==> src/rtl/rems_pkg.sv <==
// ----------------------------------------------------------------------------
// rems_pkg
// Types and constants shared by the rotary encoder menu setter.
// ----------------------------------------------------------------------------
package rems_pkg;

	// Configuration register indexes
	localparam logic [1:0] CFG_MENU_SIZE    = 2'd0;
	localparam logic [1:0] CFG_SET_MODE     = 2'd1;
	localparam logic [1:0] CFG_FIELD_SELECT = 2'd2;

	// Calendar field codes
	localparam logic [2:0] FLD_YEAR   = 3'd0;
	localparam logic [2:0] FLD_MONTH  = 3'd1;
	localparam logic [2:0] FLD_DAY    = 3'd2;
	localparam logic [2:0] FLD_HOUR   = 3'd3;
	localparam logic [2:0] FLD_MINUTE = 3'd4;

	// Field ranges
	localparam logic [14:0] YEAR_WRAP  = 15'd10000;
	localparam logic [14:0] YEAR_MAX   = 15'd9999;
	localparam logic [14:0] MONTH_MAX  = 15'd12;
	localparam logic [14:0] DAY_MAX    = 15'd31;
	localparam logic [14:0] HOUR_MAX   = 15'd24;
	localparam logic [14:0] MINUTE_MAX = 15'd59;

	// Steps per detent
	localparam logic [2:0] STEPS_PER_DETENT = 3'd4;

	// Display cursor addresses
	localparam logic [7:0] ADDR_YEAR   = 8'h80;
	localparam logic [7:0] ADDR_MONTH  = 8'h85;
	localparam logic [7:0] ADDR_DAY    = 8'h88;
	localparam logic [7:0] ADDR_HOUR   = 8'hC3;
	localparam logic [7:0] ADDR_MINUTE = 8'hC6;

	// Reciprocals for division by 1000, 100 and 10 of values below 2**14
	localparam logic [28:0] RECIP_1000 = 29'd8389;
	localparam logic [28:0] RECIP_100  = 29'd10486;
	localparam logic [28:0] RECIP_10   = 29'd26215;

	localparam logic [7:0] MENU_SIZE_RESET = 8'd8;

	typedef enum logic [1:0] {
		EV_NONE  = 2'd0,
		EV_MENU  = 2'd1,
		EV_VALUE = 2'd2
	} event_t;

	typedef struct packed {
		logic        kind;
		logic        pin_a;
		logic        pin_b;
		logic [13:0] load_value;
	} in_item_t;

	typedef struct packed {
		event_t      event_res;
		logic        turned;
		logic [7:0]  menu_index;
		logic [13:0] set_value;
		logic [3:0]  digit_thousands;
		logic [3:0]  digit_hundreds;
		logic [3:0]  digit_tens;
		logic [3:0]  digit_ones;
		logic [7:0]  display_address;
	} out_item_t;

	typedef struct packed {
		logic [7:0] menu_size;
		logic       set_mode;
		logic [2:0] field_select;
	} cfg_t;

	// Outcome of the state update for one item
	typedef struct packed {
		event_t      event_res;
		logic        turned;
		logic [7:0]  menu_index;
		logic [13:0] set_value;
	} step_res_t;

	function automatic logic [7:0] field_address(input logic [2:0] fld);
		logic [7:0] addr;
		case (fld)
			FLD_YEAR:   addr = ADDR_YEAR;
			FLD_MONTH:  addr = ADDR_MONTH;
			FLD_DAY:    addr = ADDR_DAY;
			FLD_HOUR:   addr = ADDR_HOUR;
			FLD_MINUTE: addr = ADDR_MINUTE;
			default:    addr = 8'h00;
		endcase
		return addr;
	endfunction

endpackage

==> src/rtl/rems_decode.sv <==
// ----------------------------------------------------------------------------
// rems_decode
// Quadrature step decoding, detent counting and menu/value update.
// ----------------------------------------------------------------------------
module rems_decode (
	input  logic                  clk,
	input  logic                  arst_n,
	input  logic                  step_en,
	input  rems_pkg::in_item_t    item,
	input  rems_pkg::cfg_t        cfg,
	output rems_pkg::step_res_t   res
);

	logic [1:0]  prev_pins_q;
	logic [2:0]  cw_steps_q;
	logic [2:0]  ccw_steps_q;
	logic [7:0]  menu_pos_q;
	logic [13:0] field_val_q;

	logic [1:0]  prev_pins_d;
	logic [2:0]  cw_steps_d;
	logic [2:0]  ccw_steps_d;
	logic [7:0]  menu_pos_d;
	logic [13:0] field_val_d;
	rems_pkg::event_t ev;
	logic        turned;

	always_comb begin
		logic [1:0]  now_pins;
		logic [1:0]  diff;
		logic        mixed;
		logic        cw;
		logic        detent;
		logic [2:0]  cnt;
		logic [7:0]  last;
		logic [14:0] t;
		logic [14:0] v;

		prev_pins_d = prev_pins_q;
		cw_steps_d  = cw_steps_q;
		ccw_steps_d = ccw_steps_q;
		menu_pos_d  = menu_pos_q;
		field_val_d = field_val_q;
		ev          = rems_pkg::EV_NONE;
		turned      = 1'b0;

		now_pins = {item.pin_b, item.pin_a};
		diff     = now_pins ^ prev_pins_q;
		mixed    = (now_pins == 2'd1) || (now_pins == 2'd2);
		cw       = (diff == 2'd2) ? mixed : !mixed;
		detent   = 1'b0;
		cnt      = 3'd0;
		last     = cfg.menu_size - 8'd1;
		t        = cw ? ({1'b0, field_val_q} + 15'd1) : ({1'b0, field_val_q} - 15'd1);
		v        = t;

		if (item.kind) begin
			field_val_d = item.load_value;
		end else if (diff != 2'd0) begin
			prev_pins_d = now_pins;
			turned      = 1'b1;
			if (cw) begin
				ccw_steps_d = 3'd0;
				cnt         = cw_steps_q + 3'd1;
				detent      = (cnt == rems_pkg::STEPS_PER_DETENT);
				cw_steps_d  = detent ? 3'd0 : cnt;
			end else begin
				cw_steps_d  = 3'd0;
				cnt         = ccw_steps_q + 3'd1;
				detent      = (cnt == rems_pkg::STEPS_PER_DETENT);
				ccw_steps_d = detent ? 3'd0 : cnt;
			end
		end

		// A decrement from zero shows as t wrapping to all ones; the calendar field
		// rules below catch it before t is used, other field codes keep the wrap.
		case (cfg.field_select)
			rems_pkg::FLD_YEAR: begin
				if (!cw && field_val_q == 14'd0)
					v = rems_pkg::YEAR_MAX;
				else if (t >= rems_pkg::YEAR_WRAP)
					v = t - rems_pkg::YEAR_WRAP;
			end
			rems_pkg::FLD_MONTH: begin
				if (!cw && field_val_q <= 14'd1)
					v = rems_pkg::MONTH_MAX;
				else if (t > rems_pkg::MONTH_MAX)
					v = 15'd1;
			end
			rems_pkg::FLD_DAY: begin
				if (!cw && field_val_q <= 14'd1)
					v = rems_pkg::DAY_MAX;
				else if (t > rems_pkg::DAY_MAX)
					v = 15'd1;
			end
			rems_pkg::FLD_HOUR: begin
				if (!cw && field_val_q <= 14'd1)
					v = rems_pkg::HOUR_MAX;
				else if (t > rems_pkg::HOUR_MAX)
					v = 15'd1;
			end
			rems_pkg::FLD_MINUTE: begin
				if (!cw && field_val_q == 14'd0)
					v = rems_pkg::MINUTE_MAX;
				else if (t > rems_pkg::MINUTE_MAX)
					v = 15'd0;
			end
			default: v = t;
		endcase

		if (detent) begin
			if (cfg.set_mode) begin
				field_val_d = v[13:0];
				ev          = rems_pkg::EV_VALUE;
			end else begin
				if (cw)
					menu_pos_d = (menu_pos_q == last) ? 8'd0 : menu_pos_q + 8'd1;
				else
					menu_pos_d = (menu_pos_q == 8'd0) ? last : menu_pos_q - 8'd1;
				ev = rems_pkg::EV_MENU;
			end
		end
	end

	always_ff @(posedge clk or negedge arst_n) begin
		if (!arst_n) begin
			prev_pins_q <= 2'd0;
			cw_steps_q  <= 3'd0;
			ccw_steps_q <= 3'd0;
			menu_pos_q  <= 8'd0;
			field_val_q <= 14'd0;
		end else if (step_en) begin
			prev_pins_q <= prev_pins_d;
			cw_steps_q  <= cw_steps_d;
			ccw_steps_q <= ccw_steps_d;
			menu_pos_q  <= menu_pos_d;
			field_val_q <= field_val_d;
		end
	end

	assign res.event_res  = ev;
	assign res.turned     = turned;
	assign res.menu_index = menu_pos_d;
	assign res.set_value  = field_val_d;

endmodule

==> src/rtl/rems_digits.sv <==
// ----------------------------------------------------------------------------
// rems_digits
// Splits a set value into decimal digits by reciprocal multiplication.
// ----------------------------------------------------------------------------
module rems_digits (
	input  logic [13:0] value,
	input  logic        show,
	input  logic        year,
	output logic [3:0]  thousands,
	output logic [3:0]  hundreds,
	output logic [3:0]  tens,
	output logic [3:0]  ones
);

	logic [28:0] p1000;
	logic [28:0] p100;
	logic [28:0] p10;
	logic [3:0]  q1000;
	logic [7:0]  q100;
	logic [10:0] q10;
	logic [7:0]  hu_w;
	logic [10:0] te_w;
	logic [13:0] on_w;

	// The three quotients are independent, so the multipliers sit in parallel.
	assign p1000 = 29'(value) * rems_pkg::RECIP_1000;
	assign p100  = 29'(value) * rems_pkg::RECIP_100;
	assign p10   = 29'(value) * rems_pkg::RECIP_10;

	assign q1000 = p1000[26:23];
	assign q100  = p100[27:20];
	assign q10   = p10[28:18];

	assign hu_w = q100 - 8'(q1000) * 8'd10;
	assign te_w = q10 - 11'(q100) * 11'd10;
	assign on_w = value - 14'(q10) * 14'd10;

	assign thousands = (show && year) ? q1000 : 4'd0;
	assign hundreds  = (show && year) ? hu_w[3:0] : 4'd0;
	assign tens      = show ? te_w[3:0] : 4'd0;
	assign ones      = show ? on_w[3:0] : 4'd0;

endmodule

==> src/rtl/rotary_encoder_menu_setter_core.sv <==
// ----------------------------------------------------------------------------
// rotary_encoder_menu_setter_core
// Rotary encoder decoder driving a menu index or a calendar field value.
// ----------------------------------------------------------------------------
// Each item is one sample of the encoder pins or a preset of the set value,
// and gives exactly one result item. The block takes one item per cycle
// while the output is not stalled. Each item passes an input register, the
// decode stage, whose state update is the loop that bounds the rate and whose
// result is registered, and an output register holding the digits and
// display address. The stages move independently, so up to two further items
// are accepted while a result waits to be taken. Configuration is taken at
// once and should be written only while no item is in flight.
module rotary_encoder_menu_setter_core (
	input  logic                 clk,
	input  logic                 arst_n,
	input  logic                 in_valid,
	output logic                 in_stall,
	input  rems_pkg::in_item_t   in_item,
	output logic                 out_valid,
	input  logic                 out_stall,
	output rems_pkg::out_item_t  out_item,
	input  logic                 cfg_valid,
	output logic                 cfg_ready,
	input  logic [1:0]           cfg_index,
	input  logic [13:0]          cfg_data
);

	rems_pkg::cfg_t      cfg_q;
	logic                valid_s1;
	rems_pkg::in_item_t  item_s1;
	logic                valid_s2;
	rems_pkg::step_res_t res_s2;
	rems_pkg::step_res_t res_d;
	logic                out_valid_q;
	rems_pkg::out_item_t out_item_q;

	logic ready_out;
	logic ready_s2;
	logic ready_s1;
	logic adv1;
	logic adv2;
	logic show;
	logic [3:0] th_w, hu_w, te_w, on_w;

	assign cfg_ready = 1'b1;

	always_ff @(posedge clk or negedge arst_n) begin
		if (!arst_n) begin
			cfg_q.menu_size    <= rems_pkg::MENU_SIZE_RESET;
			cfg_q.set_mode     <= 1'b0;
			cfg_q.field_select <= rems_pkg::FLD_YEAR;
		end else if (cfg_valid && cfg_ready) begin
			case (cfg_index)
				rems_pkg::CFG_MENU_SIZE:    cfg_q.menu_size    <= cfg_data[7:0];
				rems_pkg::CFG_SET_MODE:     cfg_q.set_mode     <= cfg_data[0];
				rems_pkg::CFG_FIELD_SELECT: cfg_q.field_select <= cfg_data[2:0];
				default: ;
			endcase
		end
	end

	// A stage loads when it is empty or its content moves on in this cycle.
	assign ready_out = !out_valid_q || !out_stall;
	assign ready_s2  = !valid_s2 || ready_out;
	assign ready_s1  = !valid_s1 || ready_s2;
	assign adv1      = valid_s1 && ready_s2;
	assign adv2      = valid_s2 && ready_out;
	assign in_stall  = !ready_s1;

	always_ff @(posedge clk or negedge arst_n) begin
		if (!arst_n) begin
			valid_s1    <= 1'b0;
			valid_s2    <= 1'b0;
			out_valid_q <= 1'b0;
		end else begin
			if (ready_s1)
				valid_s1 <= in_valid;
			if (ready_s2)
				valid_s2 <= valid_s1;
			if (ready_out)
				out_valid_q <= valid_s2;
		end
	end

	always_ff @(posedge clk) begin
		if (in_valid && ready_s1)
			item_s1 <= in_item;
		if (adv1)
			res_s2 <= res_d;
		if (adv2) begin
			out_item_q.event_res       <= res_s2.event_res;
			out_item_q.turned          <= res_s2.turned;
			out_item_q.menu_index      <= res_s2.menu_index;
			out_item_q.set_value       <= res_s2.set_value;
			out_item_q.digit_thousands <= th_w;
			out_item_q.digit_hundreds  <= hu_w;
			out_item_q.digit_tens      <= te_w;
			out_item_q.digit_ones      <= on_w;
			out_item_q.display_address <=
				show ? rems_pkg::field_address(cfg_q.field_select) : 8'h00;
		end
	end

	rems_decode u_decode (
		.clk     (clk),
		.arst_n  (arst_n),
		.step_en (adv1),
		.item    (item_s1),
		.cfg     (cfg_q),
		.res     (res_d)
	);

	assign show = (res_s2.event_res == rems_pkg::EV_VALUE) &&
		(cfg_q.field_select <= rems_pkg::FLD_MINUTE);

	rems_digits u_digits (
		.value     (res_s2.set_value),
		.show      (show),
		.year      (cfg_q.field_select == rems_pkg::FLD_YEAR),
		.thousands (th_w),
		.hundreds  (hu_w),
		.tens      (te_w),
		.ones      (on_w)
	);

	assign out_valid = out_valid_q;
	assign out_item  = out_item_q;

endmodule

==> config.mk <==
export PLATFORM = sky130hd
export DESIGN_NAME = rotary_encoder_menu_setter_core
export DESIGN_NICKNAME = d
export VERILOG_FILES = /design/src/rtl/rems_pkg.sv /design/src/rtl/rems_decode.sv /design/src/rtl/rems_digits.sv /design/src/rtl/rotary_encoder_menu_setter_core.sv
export SDC_FILE = /design/constraint.sdc
export NUM_CORES = 1
export LEC_CHECK = 0
export BUFFER_PORTS_ARGS = -buffer_cell sky130_fd_sc_hd__buf_4
export CAP_MARGIN = 20
export CELL_PAD_IN_SITES_DETAIL_PLACEMENT = 1
export CELL_PAD_IN_SITES_GLOBAL_PLACEMENT = 1
export CORE_AREA = 4 4 193 195
export DETAILED_ROUTE_END_ITERATION = 12
export DIE_AREA = 0 0 197 199
export HOLD_SLACK_MARGIN = 0.02
export PLACE_DENSITY = 0.79
export SLEW_MARGIN = 25
export SYNTH_ARGS = -nofsm -noshare
export SYNTH_HDL_FRONTEND = slang
export SYNTH_SLANG_ARGS = --single-unit
==> constraint.sdc <==
create_clock -name clk -period 6 [get_ports clk]
set_input_delay 1.8 -clock clk [delete_from_list [all_inputs] [get_ports clk]]
set_output_delay 1.8 -clock clk [all_outputs]
set_load 0.05 [all_outputs]
======== Word level (Yosys, flattened, before mapping) ========
Index checks and enable logic that the tools add are counted.
storage, ports and cells
  bits of input ports ..................... 38
  bits in registers ....................... 136
  output and inout bits ................... 52
  logic and storage cells ................. 125
operators by class
  add/subtract/negate cells ............... 11
  magnitude comparators ................... 7
  multiplexer cells ....................... 31
  equal/unequal tests ..................... 13
  multipliers ............................. 6
  reduce and logical (&&, ||, !) cells .... 27
  bitwise operators ....................... 2
operators with widths
  cell                                                                                   count
  14-bit 2-to-1 mux                                                                      13
  14-bit case mux with 5 select lines                                                    1
  8-bit 2-to-1 mux                                                                       5
  8-bit case mux with 5 select lines                                                     1
  15-bit by 5-bit > comparator with 1-bit output, second input constant                  2
  14-bit by 15-bit multiplier with 29-bit output, second input constant                  1
  14-bit by 13-bit multiplier with 27-bit output, second input constant                  1
  14-bit by 14-bit multiplier with 27-bit output, second input constant                  1
  8-bit by 1-bit subtractor with 8-bit output, second input constant                     2
  14-bit by 1-bit adder with 15-bit output, second input constant                        1
  15-bit by 14-bit greater-or-equal comparator with 1-bit output, second input constant  1
  15-bit by 4-bit > comparator with 1-bit output, second input constant                  1
  15-bit by 6-bit > comparator with 1-bit output, second input constant                  1
  15-bit 2-to-1 mux                                                                      1
  14-bit by 1-bit subtractor with 15-bit output, second input constant                   1
  14-bit by 1-bit less-or-equal comparator with 1-bit output, second input constant      1
  14-bit zero test                                                                       1
  14-bit subtractor, second input constant                                               1
  3-bit 2-to-1 mux                                                                       4
  4-bit subtractor                                                                       3
  11-bit by 3-bit multiplier with 3-bit output, second input constant                    1
  3-bit equality test, second input constant                                             3
  8-bit by 1-bit adder with 8-bit output, second input constant                          1
  2-bit equality test, second input constant                                             4
  21 further kinds                                                                       45

======== Depth between registers and ports, before layout ========
Gate-level depths: netlist (run 1).
  depth in word-level cells ............... 11
  mapped depth ............................ 28
  depth with buffers taken out ............ 28

======== Hierarchy ========
Synthesis (run 1) repeated with hierarchy kept, for this count alone.
unflattened totals
  cells, all modules ...................... 1532
  area total of the unflattened synthesis .. 15481.1 um^2
modules (own cells, without submodules)
  module                           area an instance (um^2)  cells each  instances  seq. area each (um^2)
  rems_digits                      8072.7                   860         1          0.0
  rems_decode                      4040.1                   525         1          750.7
  rotary_encoder_menu_setter_core  3368.2                   147         1          3019.1

======== Least setup slack after synthesis (run 1) ========
Ideal clock, no wire load.
  path type ............................... flip-flop to flip-flop
  start point ............................. register res_s2[12] (netlist bit)
  end point ............................... register out_item_q, in the netlist out_item[15], data pin
  path buffers ............................ 0
  data required time ...................... 5.742 ns
  arrival time ............................ 6.393 ns
  cell stages (with the launch flop) ...... 28
  slack ................................... -0.651 ns
  clock period less this slack ............ 6.651 ns
  cells stage by stage .................... edfxtp_1 -> inv_1 -> ha_1 -> inv_1 -> fa_1 -> fa_1 -> inv_1 -> fa_1 -> inv_1 -> fa_1 -> inv_1 -> fa_1 -> inv_1 -> ha_1 -> o21a_1 -> o21a_1 -> o21ai_0 -> a211oi_1 -> o31ai_1 -> a21oi_1 -> nor3_1 -> nor2_1 -> fa_1 -> xnor2_1 -> xnor2_1 -> xnor2_1 -> xnor3_1 -> nor2_1
on the way
  word-level cells in the longest chain between the ends .. 3
  elaborated cells on any way between the ends .. 4
  classes of those cells .................. 1 x add/sub; 3 x mul
ends and longest elaborated chain
  item                                            RTL line                               RTL
  start, declared                                 rotary_encoder_menu_setter_core.sv:32  rems_pkg::step_res_t res_s2;
  start signal, assigned                          rotary_encoder_menu_setter_core.sv:89  res_s2 <= res_d;
  14-bit by 13-bit multiplier with 27-bit output  rems_digits.sv:27                      assign p100 = 29'(value) * rems_pkg::RECIP_100;
  8-bit by 3-bit multiplier with 3-bit output     rems_digits.sv:35                      assign te_w = q10 - 11'(q100) * 11'd10;
  4-bit subtractor *                              rems_digits.sv:35
  end, declared                                   rotary_encoder_menu_setter_core.sv:35  rems_pkg::out_item_t out_item_q;
Every way passes the cells marked *; elsewhere a longest branch is shown, timed or not.
A chain may end at the register's enable or synchronous reset.

======== Worst setup path after layout (run 1) ========
  start point ............................. register res_s2[9] (netlist bit)
  end point ............................... register out_item_q, in the netlist out_item[19], data pin
on the way
  word-level cells in the longest chain between the ends .. 3
  elaborated cells on any way between the ends .. 4
  classes of those cells .................. 1 x add/sub; 3 x mul
ends and longest elaborated chain
  item                                            RTL line           RTL
  14-bit by 14-bit multiplier with 27-bit output  rems_digits.sv:26  assign p1000 = 29'(value) * rems_pkg::RECIP_1000;
  net u_digits.p1000[24]                          rems_digits.sv:15  logic [28:0] p1000;
  4-bit by 3-bit multiplier with 3-bit output     rems_digits.sv:34  assign hu_w = q100 - 8'(q1000) * 8'd10;
  4-bit subtractor                                rems_digits.sv:34
The timed path passes the listed nets, and every way through them passes these cells.

==> results.md, run 1 <==
- The run finished, with violations left.
- The final reports fail on setup timing.
- The number of gates on the worst path with buffers counted is 26.
- Relative to the synthesized area, the layout overhead comes to 21.0%.
- The maximum operating frequency is 0.144 GHz.
- Synthesis handed over a netlist of 1,615 instances.
- The largest net degree at the start of global routing is 46.
- The most repeated library cell on the critical path is ha_1.
- Prior to clock tree synthesis, the placed netlist has a worst setup slack of -1.12 ns.
- The total number of clock tree sinks is 133.
- At the end of the flow, the number of nets in the layout was 2,273.
- The startpoint of the most critical register-to-register path is res_s2[9]$_DFFE_PP_.
- The number of DRC markers in iteration 0 is 615.
- During synthesis, Yosys emitted a total of 0 warnings.
- The cts-stage hold buffer count is 0.
- Yosys instantiated no cell more often than inv_1.
- The effective utilization at floorplan is 0.445.
- The transition at the pin with the smallest max-transition slack is 0.992 ns.
- The most critical setup path has its startpoint at res_s2[9]$_DFFE_PP_.
- TritonCTS built the clock tree.
- The longest clock path from root to sink contains 2 buffers.
- During placement, the flow inserted port buffers numbering 80.
- Summed over all instances, the cell type with the most area after synthesis is ha_1.
- The post-CTS clock slew at the launch and capture registers of the worst setup and hold paths is 0.06 ns.
- The kind of critical path is reg2reg.
- Routability-driven placement finished with a final weighted congestion of 0.907.
- The total number of H-tree levels is 4.
- The initial antenna violation count is 0.
- The die outline area is 39,200 µm².
- The tool flagged a number of max-cap violations equal to 0.
- Row generation in the floorplan step produced 69 rows.
- The via count of the first global-routing pass came to 14,536.
- The DRC violations left is 0.
- In this run the vertical extent of the chip is 199 µm.
- In the synthesized netlist the async set-or-reset flop fraction comes to 0.338.
- After filler insertion, the fill cell instance count of the layout stands at 3,981.
- For this block, the via count after detailed routing is 12,928.
- The iteration count of the initial detailed-routing pass is 4.
- The count of cells in the finished layout, fillers not included, comes to 2,320.
- Counting flops with a built-in enable in the synthesized netlist gives 88.
- Data on the critical path is required at its endpoint by 6.18 ns.
- The worst hold path belongs to the class reg2reg.
- The final worst-path cycle share is 1.16.
- 90 I/O pins were placed.
- In the global route stage, overall resource usage came out at 0.260.
- The count of antenna-violating nets left after detailed routing is 0.
- The clock network latency to the later pin of the worst-skew pair is 0.43 ns.
- The share of the Yosys chip area taken by registers is 0.239.
- Counting both buffers and inverters, the worst setup path holds a total of 4.
- By count the netlist is led by 344 x inv_1, 249 x ha_1, 140 x fa_1.
- After detailed routing, the average wire length per cell comes to 22.0 µm.
- The reg2reg setup slack is -0.96 ns.
- Clock tree synthesis selected as its root buffer the cell clkbuf_16.
- The chip width is 197 µm.
- For the finished layout, the period the worst path requires is 6.96 ns.
- The family of cells with the greatest summed delay on the critical path is adder cells.
- The most critical setup path has its endpoint at out_item[19]$_SDFFCE_PN0P_.
- Setup repair after global routing could not meet its margin everywhere.
- For the final database, setup skew stands at 0.00767 ns.
- The core footprint is 35,400 µm².
- The TritonCTS buffer count is 17.
- After synthesis the netlist holds a flip-flop and latch count of 133.
- After detailed placement, the design holds a cell count of 2,270.
- The largest fanout on the critical path is 6.
- In this run the critical register-to-register path is captured at out_item[19]$_SDFFCE_PN0P_.
- The final worst setup slack is -0.957 ns.
- For this design, the slowest cell found on the critical path is fa_1.
- The number of cells on the worst reg-to-reg path is 26.
- The critical path launch point type is a flip-flop.
- The worst slew margin relative to its limit is 0.337.
- The cell area after synthesis is 15,800 µm².
- A synthesized cell averages 9.75 µm².
- The fraction of final layout cells sized beyond drive strength 1 is 0.217.
- The top cell type's share of synthesized area is 0.198.
- The critical path capture point type is a flip-flop.
- After synthesis, the cell types taking the most area are ha_1 20%, fa_1 18%, edfxtp_1 17%.
- At the worst endpoint, the arrival time is 7.13 ns.
- The number of setup violations in the final report is 5.
- Among all flip-flop cells after synthesis, the most frequent one is edfxtp_1.
- The final wirelength is 51,000 µm.
- The antenna diode count is 0.
- The number of different library cells in the post-synthesis netlist is 89.
- The wire length of the first global-routing pass is 79,600 µm.
- The count of pins over their slew limit came to 0.
- The peak per-stage delay on the critical path is 0.58 ns.
- The number of failing hold endpoints at the final stage came to 0.
- Once detailed placement completed, the half-perimeter wirelength came to 39,600 µm.
- After global routing the overflow that remains totals 0.
- The via density per instance is 5.57.
==> cells in the final DEF (no fill, tap or decap), types with 7 or more instances in the layout <==
master	netlist	layout
nand2b_1	26	25
mux2i_1	11	11
ha_1	249	240
nor3_1	34	31
nand4_1	12	12
ha_4	0	7
nor2b_1	14	13
clkbuf_16	0	17
fa_2	0	11
or2_2	9	9
o21a_1	16	16
mux2_2	16	16
and3_1	13	11
or3_1	12	12
nor4_1	14	14
nor2_1	65	63
a21oi_1	45	42
nand2_1	67	67
buf_4	6	259
edfxtp_1	88	88
inv_2	1	12
and2_1	13	13
dfrtp_1	44	44
inv_1	344	333
fa_1	140	129
o22ai_1	19	19
xnor2_1	34	29
o21ai_0	55	52
nand3_1	18	17
xor2_1	10	8
a211oi_1	19	17
a22o_1	8	8
a31oi_1	8	8
a21o_1	16	16
o31ai_1	13	12
==> cell families after synthesis <==
kind of cell,share of synthesized area
buf+inv,0.0974
fa+ha+maj,0.376
simple gates,0.112
compound gates,0.125
flops,0.239
xor+xnor,0.0284
mux,0.0213
other cells,0.000477
==> stage by stage <==
stage / hold slack, ns / TNS [ns] / util / cell area (µm²)
5_1_grt: 0.439 / -4.41 / 0.538 / 19100
2_1_floorplan: 0.400 / -1.09 / - / 15800
3_5_place_dp: 0.407 / -3.98 / 0.510 / 18000
3_3_place_gp: 0.405 / -3.05 / 0.510 / 18000
4_1_cts: 0.424 / -2.96 / 0.532 / 18800
6_report: 0.421 / -3.38 / 0.538 / 19100
==> state kept, by name, summed over array words and instances, names as in the netlist <==
| name | flops |
|---|---|
| valid_s1 | 1 |
| u_decode.prev_pins_q | 2 |
| u_decode.field_val_q | 14 |
| u_decode.ccw_steps_q | 3 |
| u_decode.menu_pos_q | 8 |
| valid_s2 | 1 |
| out_valid | 1 |
| res_s2 | 25 |
| item_s1 | 17 |
| out_item | 46 |
| cfg_q | 12 |
| u_decode.cw_steps_q | 3 |
==> metal layers <==
metal / track usage / up-vias / part of all wire
li1: - / 5937 / -
met1: 0.303 / 6525 / 0.40
met2: 0.484 / 332 / 0.52
met3: 0.0315 / 134 / 0.034
met4: 0.108 / 0 / 0.046
met5: 0 / - / 0
==> area by class of cell <==
class | instances | area [µm²] | share of cell area
multi-input combinational | 1084 | 10800 | 0.566
sequential | 133 | 3770 | 0.198
timing repair buffer | 265 | 2020 | 0.106
inverter | 345 | 1290 | 0.0679
tap | 461 | 577 | 0.0303
clock buffer | 18 | 429 | 0.0225
clock inverter | 14 | 174 | 0.00912
==> worst register-to-register path, cell delays in order (launching register included) <==
cell and delay (ns):
edfxtp_1 0.39, buf_4 0.20, buf_4 0.15, ha_1 0.36
ha_1 0.35, ha_1 0.29, inv_1 0.06, fa_1 0.58
inv_1 0.11, fa_1 0.50, ha_1 0.33, ha_1 0.33
o21a_1 0.19, o21ai_0 0.21, nand2b_1 0.10, a21oi_1 0.19
nor2_1 0.08, a311o_1 0.41, xor2_2 0.22, fa_2 0.40
xnor2_2 0.15, xnor2_1 0.13, xnor2_1 0.29, xnor3_1 0.32
a21oi_2 0.18, nor2b_4 0.06, mux2i_1 0.12
==> what timing repair did <==
action / CTS / global route
buffers inserted: 14 / 6
endpoints found under the hold margin: 0 / 0
endpoints found under the setup margin: 7 / 8
pin swaps: 12 / 14
resized for setup: 20 / 35
==> worst min path at each step <==
stage                     cells after the start  slack, ns                      to            startpoint
after floorplan                               0       0.40  out_item[38]$_DFFE_PP_  res_s2[14]$_DFFE_PP_
after global placement                        0       0.40  out_item[39]$_DFFE_PP_  res_s2[15]$_DFFE_PP_
after detailed placement                      0       0.41  out_item[39]$_DFFE_PP_  res_s2[15]$_DFFE_PP_
after CTS                                     0       0.42  out_item[38]$_DFFE_PP_  res_s2[14]$_DFFE_PP_
after global routing                          0       0.44  out_item[39]$_DFFE_PP_  res_s2[15]$_DFFE_PP_
final                                         0       0.42  out_item[38]$_DFFE_PP_  res_s2[14]$_DFFE_PP_
Power of run 1 is not shown: default switching activity piles up to over one toggle a cycle in this logic, so the estimate is an artifact.
==> inputs of run 2 (changes only) <==
--- a/config.mk
+++ b/config.mk
@@ -14,6 +14,7 @@
 export DIE_AREA = 0 0 197 199
 export HOLD_SLACK_MARGIN = 0.02
 export PLACE_DENSITY = 0.79
+export RECOVER_POWER = 50
 export SLEW_MARGIN = 25
 export SYNTH_ARGS = -nofsm -noshare
 export SYNTH_HDL_FRONTEND = slang
==> run 2 against run 1 <==
  * The flow still finishes with violations (setup timing)
  * Hold slack hardly changed
  * Flip-flop and latch count unchanged
  * Wire length barely moved
  * Via count rose by 0.15%
==> results.md, run 2 (synthesized netlist as in run 1, its figures left out) <==
- The run finished, with violations left.
- The checks that failed: setup timing.
- Using the TritonRoute via totals, the vias-per-cell ratio works out to 5.58.
- The number of setup violations in the final report is 5.
- Measured in cells, the most critical reg-to-reg path has a length of 26.
- The area overhead of the layout relative to synthesis is 21.0%.
- The worst clock skew is 0.00785 ns.
- The peak per-stage delay on the critical path is 0.58 ns.
- The count of pins over their slew limit was 0.
- The cts-stage hold buffer count is 0.
- The path with the worst hold slack has its endpoint at out_item[38]$_DFFE_PP_.
- The time the worst path needs with I/O delays and setup is 6.95 ns.
- The H-tree was split into 4 levels.
- The post-CTS clock slew at the launch and capture registers of the worst setup and hold paths is 0.06 ns.
- The number of clock buffers added by TritonCTS is 17.
- The detailed placer's ending HPWL is 39,600 µm.
- The net count reported at finish is 2,273.
- The wire length of the first global-routing pass is 79,600 µm.
- The reg2reg setup slack is -0.95 ns.
- The endpoint identified for the worst register-to-register timing path is out_item[19]$_SDFFCE_PN0P_.
- The transition at the pin with the smallest max-transition slack is 0.994 ns.
- The signal arrival time at the worst endpoint is 7.12 ns.
- met2 is the most crowded layer.
- Across the run, the number of max-cap violations was 0.
- The I/O pin total is 90.
- The post-placement setup slack is -1.12 ns.
- The most common library cell in the layout ignoring fill and taps is inv_1.
- The initialized floorplan defines 69 standard-cell rows.
- The count of buffers inserted at the top-level ports is 80.
- The area of all placed cells without fillers is 19,100 µm².
- The register with the most flip-flops in the layout has 46 of them.
- The first routing iteration left 627 violations.
- The worst hold path startpoint is res_s2[14]$_DFFE_PP_.
- The largest buffer count on any clock path is 2.
- In the layout the commonest cells are 333 x inv_1, 257 x buf_4, 240 x ha_1.
- The critical path capture point type is a flip-flop.
- After detailed routing, the number of remaining DRC violations is 0.
- The tree is rooted in a clkbuf_16.
- The largest net degree at the start of global routing is 46.
- The count of antenna-violating nets left after detailed routing is 0.
- Setup repair after global routing could not meet its margin everywhere.
- The startpoint of the most critical register-to-register path is res_s2[9]$_DFFE_PP_.
- Dividing the detail-routed wire length by the instance count gives 22.0 µm.
- In this run the worst hold path is classified as reg2reg.
- Once routing completed, OpenROAD measured the worst setup slack at -0.946 ns.
- The global-route total usage across every layer is 0.260.
- Once placement finished, the instance area stood at 18,000 µm².
- After detailed routing, the total wire length is 51,000 µm.
- The via count of the first global-routing pass is 14,536.
- Summed over all layers, the global routing overflow is 0.
- The die outline area is 39,200 µm².
- The worst slew margin relative to its limit is 0.335.
- The effective utilization at floorplan is 0.445.
- The chip width is 197 µm.
- The critical path is of the reg2reg type.
- At the end of routability-driven placement, the weighted congestion stood at 0.907.
- The instance count along the most critical hold path is 0.
- The fraction of final layout cells sized beyond drive strength 1 is 0.216.
- The iteration count of the initial detailed-routing pass is 5.
- The final worst-path cycle share is 1.16.
- In this design, the critical path's most frequently occurring cell is ha_1.
- The largest individual stage delay along the critical path comes from the cell fa_1.
- The antenna diode count is 0.
- The largest fanout on the critical path is 6.
- The share of the core filled with cells is 0.538.
- Static timing analysis puts the maximum clock frequency at 0.144 GHz.
- The met2 routing resource usage after global routing is 0.484.
- The met1 layer usage reported by global route is 0.303.
- The total number of clock tree sinks is 133.
- For met3 alone, demand over resource in global routing was 0.0315.
- For the worst setup path, the data required time is 6.18 ns.
- The core footprint is 35,400 µm².
- The clock tree from TritonCTS is yes.
- The routed layout has 12,948 vias.
- The number of failing hold endpoints at the final stage is 0.
- The critical path launch point type is a flip-flop.
- The die span in y is 199 µm.
- The initial antenna violation count is 0.
- The clock network latency to the later pin of the worst-skew pair is 0.43 ns.
## run 2: cell count changes in the layout (fill, tap and decap cells not counted)
cell / change
buf_4: -2
clkbuf_1: +2
## run 2: final cells by class
class                   count  area (µm²)
clock buffers              18         429
flip-flops and latches    133        3770
clock inverters            14         174
fillers                  3983       16300
inverters                 345        1290
well taps                 461         577
repair buffers            265        2010
multi-input cells        1084       10800
## run 2: worst max-delay path: cells and delay by family (launching register included)
| kind | cells | cell delay [ns] |
|---|---|---|
| fa+ha+maj | 8 | 3.13 |
| buf+inv | 4 | 0.51 |
| compound gates | 5 | 1.18 |
| simple gates | 3 | 0.24 |
| flops | 1 | 0.39 |
| mux | 1 | 0.12 |
| xor+xnor | 5 | 1.10 |
## run 2: per-layer routing
metal | vias up | part of all wire | wire (µm)
li1 | 5935 | - | -
met1 | 6531 | 0.40 | 20200
met2 | 345 | 0.52 | 26500
met3 | 137 | 0.037 | 1880
met4 | 0 | 0.046 | 2360
met5 | - | 0 | 0
## run 2: how the worst max path moves through the flow
stage                                       endpoint            startpoint  slack (ns)  depth (start not counted)
after floorplan           out_item[15]$_SDFFCE_PN0P_  res_s2[11]$_DFFE_PP_       -0.44                         26
after global placement    out_item[19]$_SDFFCE_PN0P_  res_s2[11]$_DFFE_PP_       -0.96                         24
after detailed placement  out_item[19]$_SDFFCE_PN0P_  res_s2[11]$_DFFE_PP_       -1.12                         24
after CTS                 out_item[15]$_SDFFCE_PN0P_  res_s2[12]$_DFFE_PP_       -0.81                         27
after global routing      out_item[15]$_SDFFCE_PN0P_  res_s2[12]$_DFFE_PP_       -1.18                         25
final                     out_item[19]$_SDFFCE_PN0P_   res_s2[9]$_DFFE_PP_       -0.95                         26
## run 2: per-stage QoR
step | cells | hold WS (ns) | TNS (ns)
final | 2320 | 0.421 | -3.38
after global routing | 2320 | 0.439 | -4.41
after CTS | 2316 | 0.424 | -2.96
after detailed placement | 2270 | 0.407 | -3.98
after global placement | 2270 | 0.405 | -3.05
after floorplan | 1616 | 0.400 | -1.09
## run 2: what timing repair did
item                                    CTS  global route
endpoints found under the setup margin    7             8
resized for setup                        20            35
setup buffers                            14             6
pin swaps                                12            14
Power of run 2 is left out for the same reason.
==> inputs of run 3 (changes only) <==
--- a/config.mk
+++ b/config.mk
@@ -5,15 +5,16 @@
 export SDC_FILE = /design/constraint.sdc
 export NUM_CORES = 1
 export LEC_CHECK = 0
+export ABC_AREA = 1
 export BUFFER_PORTS_ARGS = -buffer_cell sky130_fd_sc_hd__buf_4
 export CAP_MARGIN = 20
 export CELL_PAD_IN_SITES_DETAIL_PLACEMENT = 1
 export CELL_PAD_IN_SITES_GLOBAL_PLACEMENT = 1
-export CORE_AREA = 4 4 193 195
+export CORE_AREA = 4 4 198 200
 export DETAILED_ROUTE_END_ITERATION = 12
-export DIE_AREA = 0 0 197 199
+export DIE_AREA = 0 0 202 204
 export HOLD_SLACK_MARGIN = 0.02
-export PLACE_DENSITY = 0.79
+export PLACE_DENSITY = 0.8
 export RECOVER_POWER = 50
 export SLEW_MARGIN = 25
 export SYNTH_ARGS = -nofsm -noshare
==> run 3 against run 2 <==
  * Sequential share of layout area fell by 0.47 points
  * Flip-flop and latch count unchanged
  * The flow still finishes with violations (setup timing)
  * Cell area grew 2.4%
  * Maximum frequency is 9.0% higher
  * Synthesized cell count increased by 20%
  * Clock-buffer cell count decreased by 1
  * Utilization fell by 1.7 points
==> results.md, run 3 <==
- The flip-flop and latch count after synthesis is 133.
- The Yosys step of the flow raised 0 warnings.
- The floorplan has 71 rows.
- The most common library cell in the layout ignoring fill and taps is inv_1.
- After synthesis, the most frequently instantiated cells are 438 x inv_1, 330 x nand2_1, 249 x ha_1.
- The flow ran to the end, but the final reports show violations.
- The pre-antenna-repair detailed-routing pass consisted of 6 iterations.
- The largest buffer count on any clock path is 2.
- The number of different library cells in the post-synthesis netlist is 61.
- Summing over every cut layer, the via total after detailed routing is 14,265.
- The worst slew margin relative to its limit is 0.275.
- Yosys attributes the largest share of cell area to ha_1 19%, fa_1 17%, edfxtp_1 16%.
- In the final routing, the length of wire on met1 measures 21,700 µm.
- In the global route stage, overall resource usage came out at 0.259.
- TritonCTS created 17 clock buffers.
- The die covers 41,200 µm².
- Clock latency on the worst-skew pair, taken at its later pin, is 0.44 ns.
- The effective utilization at floorplan is 0.437.
- The final reports fail on setup timing.
- Entering global routing, the biggest net connects 47 pins.
- Walking the worst path, the cells encountered are fa_2 -> inv_2 -> fa_1 -> inv_1 -> fa_1 -> inv_2 -> fa_1 -> inv_1 -> fa_1 -> fa_1 -> ha_4 -> a21oi_4 -> o21ai_2 -> a2111oi_4 -> nand2_2 -> xor2_2 -> ha_2 -> inv_2 -> fa_2 -> xnor2_2 -> xnor3_1 -> nand2_1 -> a21oi_1.
- Dividing the detail-routed wire length by the instance count gives 20.8 µm.
- TritonCTS built the clock tree.
- The final worst-path cycle share is 1.06.
- The most repeated library cell on the critical path is fa_1.
- In this design, the largest share of critical-path delay is due to adder cells.
- The final worst setup slack is -0.370 ns.
- The signal arrival time at the worst endpoint is 6.54 ns.
- The post-placement setup slack is -0.572 ns.
- The post-CTS clock slew at the launch and capture registers of the worst setup and hold paths is 0.07 ns.
- The via density per instance is 5.33.
- For this block, the routed nets add up to 55,600 µm of wire.
- Fill cells in the final layout number 4,436.
- The post-placement cell area is 18,300 µm².
- The data required time of the worst path is 6.17 ns.
- The flip-flop count of the largest register, all copies and words added is 46.
- The wire length of the first global-routing pass is 84,500 µm.
- After detailed routing, no signal wire sits above met4.
- The share of the Yosys chip area taken by registers is 0.231.
- The die span in y is 204 µm.
- The core footprint is 37,400 µm².
- The antenna diode count is 0.
- The leading area contributor after synthesis is ha_1.
- Static timing analysis puts the maximum clock frequency at 0.157 GHz.
- The leading cell type by number of instances after synthesis is inv_1.
- The fraction of final layout cells sized beyond drive strength 1 is 0.185.
- The initial antenna violation count is 0.
- A synthesized cell averages 8.40 µm².
- The number of placed instances with taps included is 2,621.
- The count of pins over their slew limit is 0.
- The cell area after synthesis is 16,300 µm².
- Counting every instance in the synthesized netlist gives 1,946.
- The count of buffers inserted at the top-level ports is 80.
- The net count reported at finish is 2,580.
- STA classifies the critical path startpoint as a flip-flop.
- The total number of H-tree levels is 4.
- Once detail routing completed, the nets flagged for antenna violations numbered 0.
- The congestion estimate from routability-driven global placement came to 0.920.
- The tool flagged a number of max-cap violations equal to 0.
- In this run the worst hold path is classified as reg2reg.
- Summing all flip-flop and latch instances after layout gives 3770 µm².
- Hold repair after CTS inserted 0 buffers.
- In the final layout, the multi-input gates occupy 11,200 µm².
- The cell with the largest stage delay on the worst path is fa_2.
- The DRC violations left is 0.
- The number of failing hold endpoints at the final stage was 0.
- In the layout the commonest cells are 425 x inv_1, 321 x nand2_1, 228 x ha_1.
- In this design, the stage delay of the slowest critical-path cell is 0.61 ns.
- Of all flip-flops after synthesis, the portion carrying an async set or reset was 0.338.
- The via count of the first global-routing pass is 15,989.
- Of all nets on the critical path, the largest fanout is 3.
- The critical path buffer and inverter count is 5.
- The total number of clock tree sinks is 133.
- The critical path capture point type is a flip-flop.
- Summed over all nets, wire length on met3 after detailed routing comes to 1920 µm.
- After layout, the minimum clock period comes to 6.37 ns.
- Of the post-synthesis cell area, the dominant cell type holds 0.191.
- The total overflow left after global routing is 0.
- The area of all placed cells without fillers is 19,500 µm².
- Measured along the x axis, the die boundary spans 202 µm.
- The number of setup violations in the final report is 6.
- The routed wire length on met2 is 29,500 µm.
- The kind of critical path is reg2reg.
- The detailed placer's ending HPWL is 43,600 µm.
- Setup repair after global routing could not meet its margin everywhere.
- On the final layout, the worst clock skew is 0.0124 ns.
- For this design the top-level I/O count stands at 90.
- The library cell used as clock root buffer is clkbuf_16.
- For this block, the initial DRC count from the detailed router was 861.
- The number of synthesized flops with an enable pin is 88.
- The area overhead of the layout relative to synthesis is 19.4%.
- The number of standard cells in the layout, taps in and fillers out is 2,677.
- The most used flip-flop cell after synthesis is edfxtp_1.
- For the pin with the worst max-slew slack, the measured transition is 1.09 ns.
## run 3: worst reg2reg max path, delay by kind of cell, from the launching register on
| family | cells | cell delay, ns |
|---|---|---|
| buffers and inverters | 5 | 0.24 |
| AND/OR/NAND/NOR | 2 | 0.22 |
| flip-flops | 1 | 0.49 |
| XOR/XNOR | 3 | 0.61 |
| AO/OA/AOI/OAI | 4 | 0.64 |
| adder cells (fa/ha/maj) | 9 | 3.92 |
## run 3: layer usage
| layer | vias to the layer above | track usage |
|---|---|---|
| li1 | 6593 | - |
| met1 | 7159 | 0.300 |
| met2 | 376 | 0.489 |
| met3 | 137 | 0.0233 |
| met4 | 0 | 0.112 |
| met5 | - | 0 |
## run 3: kinds of logic after synthesis
family / count (synthesis) / synth area share
muxes: 5 / 0.00337
xor gates and xnor gates: 49 / 0.0271
and+or+nand+nor: 668 / 0.181
DFF: 133 / 0.231
adders and majority gates: 389 / 0.362
AOI/OAI and AO/OA: 218 / 0.0797
buffers and inverters: 482 / 0.116
other: 2 / 0.000459
## run 3: path summary, 6_finish.rpt
| kind | start | depth (start not counted) | to | slack (ns) |
|---|---|---|---|---|
| setup / recovery | res_s2[12]$_DFFE_PP_ | 23 | out_item[11]$_SDFFCE_PN0P_ | -0.37 |
| hold / removal | res_s2[18]$_DFFE_PP_ | 0 | out_item[42]$_DFFE_PP_ | 0.42 |
| setup reg to reg | res_s2[12]$_DFFE_PP_ | 23 | out_item[11]$_SDFFCE_PN0P_ | -0.37 |
| hold reg to reg | res_s2[18]$_DFFE_PP_ | 0 | out_item[42]$_DFFE_PP_ | 0.42 |
| max in group asynchronous | arst_n | 1 | u_decode.field_val_q[2]$_DFFE_PN0P_ | 4.15 |
| min in group asynchronous | arst_n | 1 | u_decode.menu_pos_q[3]$_DFFE_PN0P_ | 1.40 |
## run 3: timing repair
| action | 4_1_cts | 5_1_grt |
|---|---|---|
| endpoints found under the setup margin | 5 | 6 |
| buffers inserted | 7 | 20 |
| pin swaps | 21 | 48 |
| gates resized for setup | 29 | 66 |
## run 3: metrics by stage
step / hold WS [ns] / TNS [ns] / utilization
2_1_floorplan: 0.400 / -0.363 / -
3_3_place_gp: 0.408 / -0.708 / 0.489
3_5_place_dp: 0.407 / -1.60 / 0.489
4_1_cts: 0.418 / -0.644 / 0.509
5_1_grt: 0.434 / -2.22 / 0.522
6_report: 0.419 / -1.08 / 0.522
## run 3: layout make-up
cell class	instances	share of cell area
well taps	511	0.0328
flip-flops and latches	133	0.193
inverters	450	0.0868
repair buffers	219	0.0866
clock buffers	17	0.0218
clock inverters	15	0.00699
multi-input cells	1332	0.572
Power of run 3 is left out for the same reason.
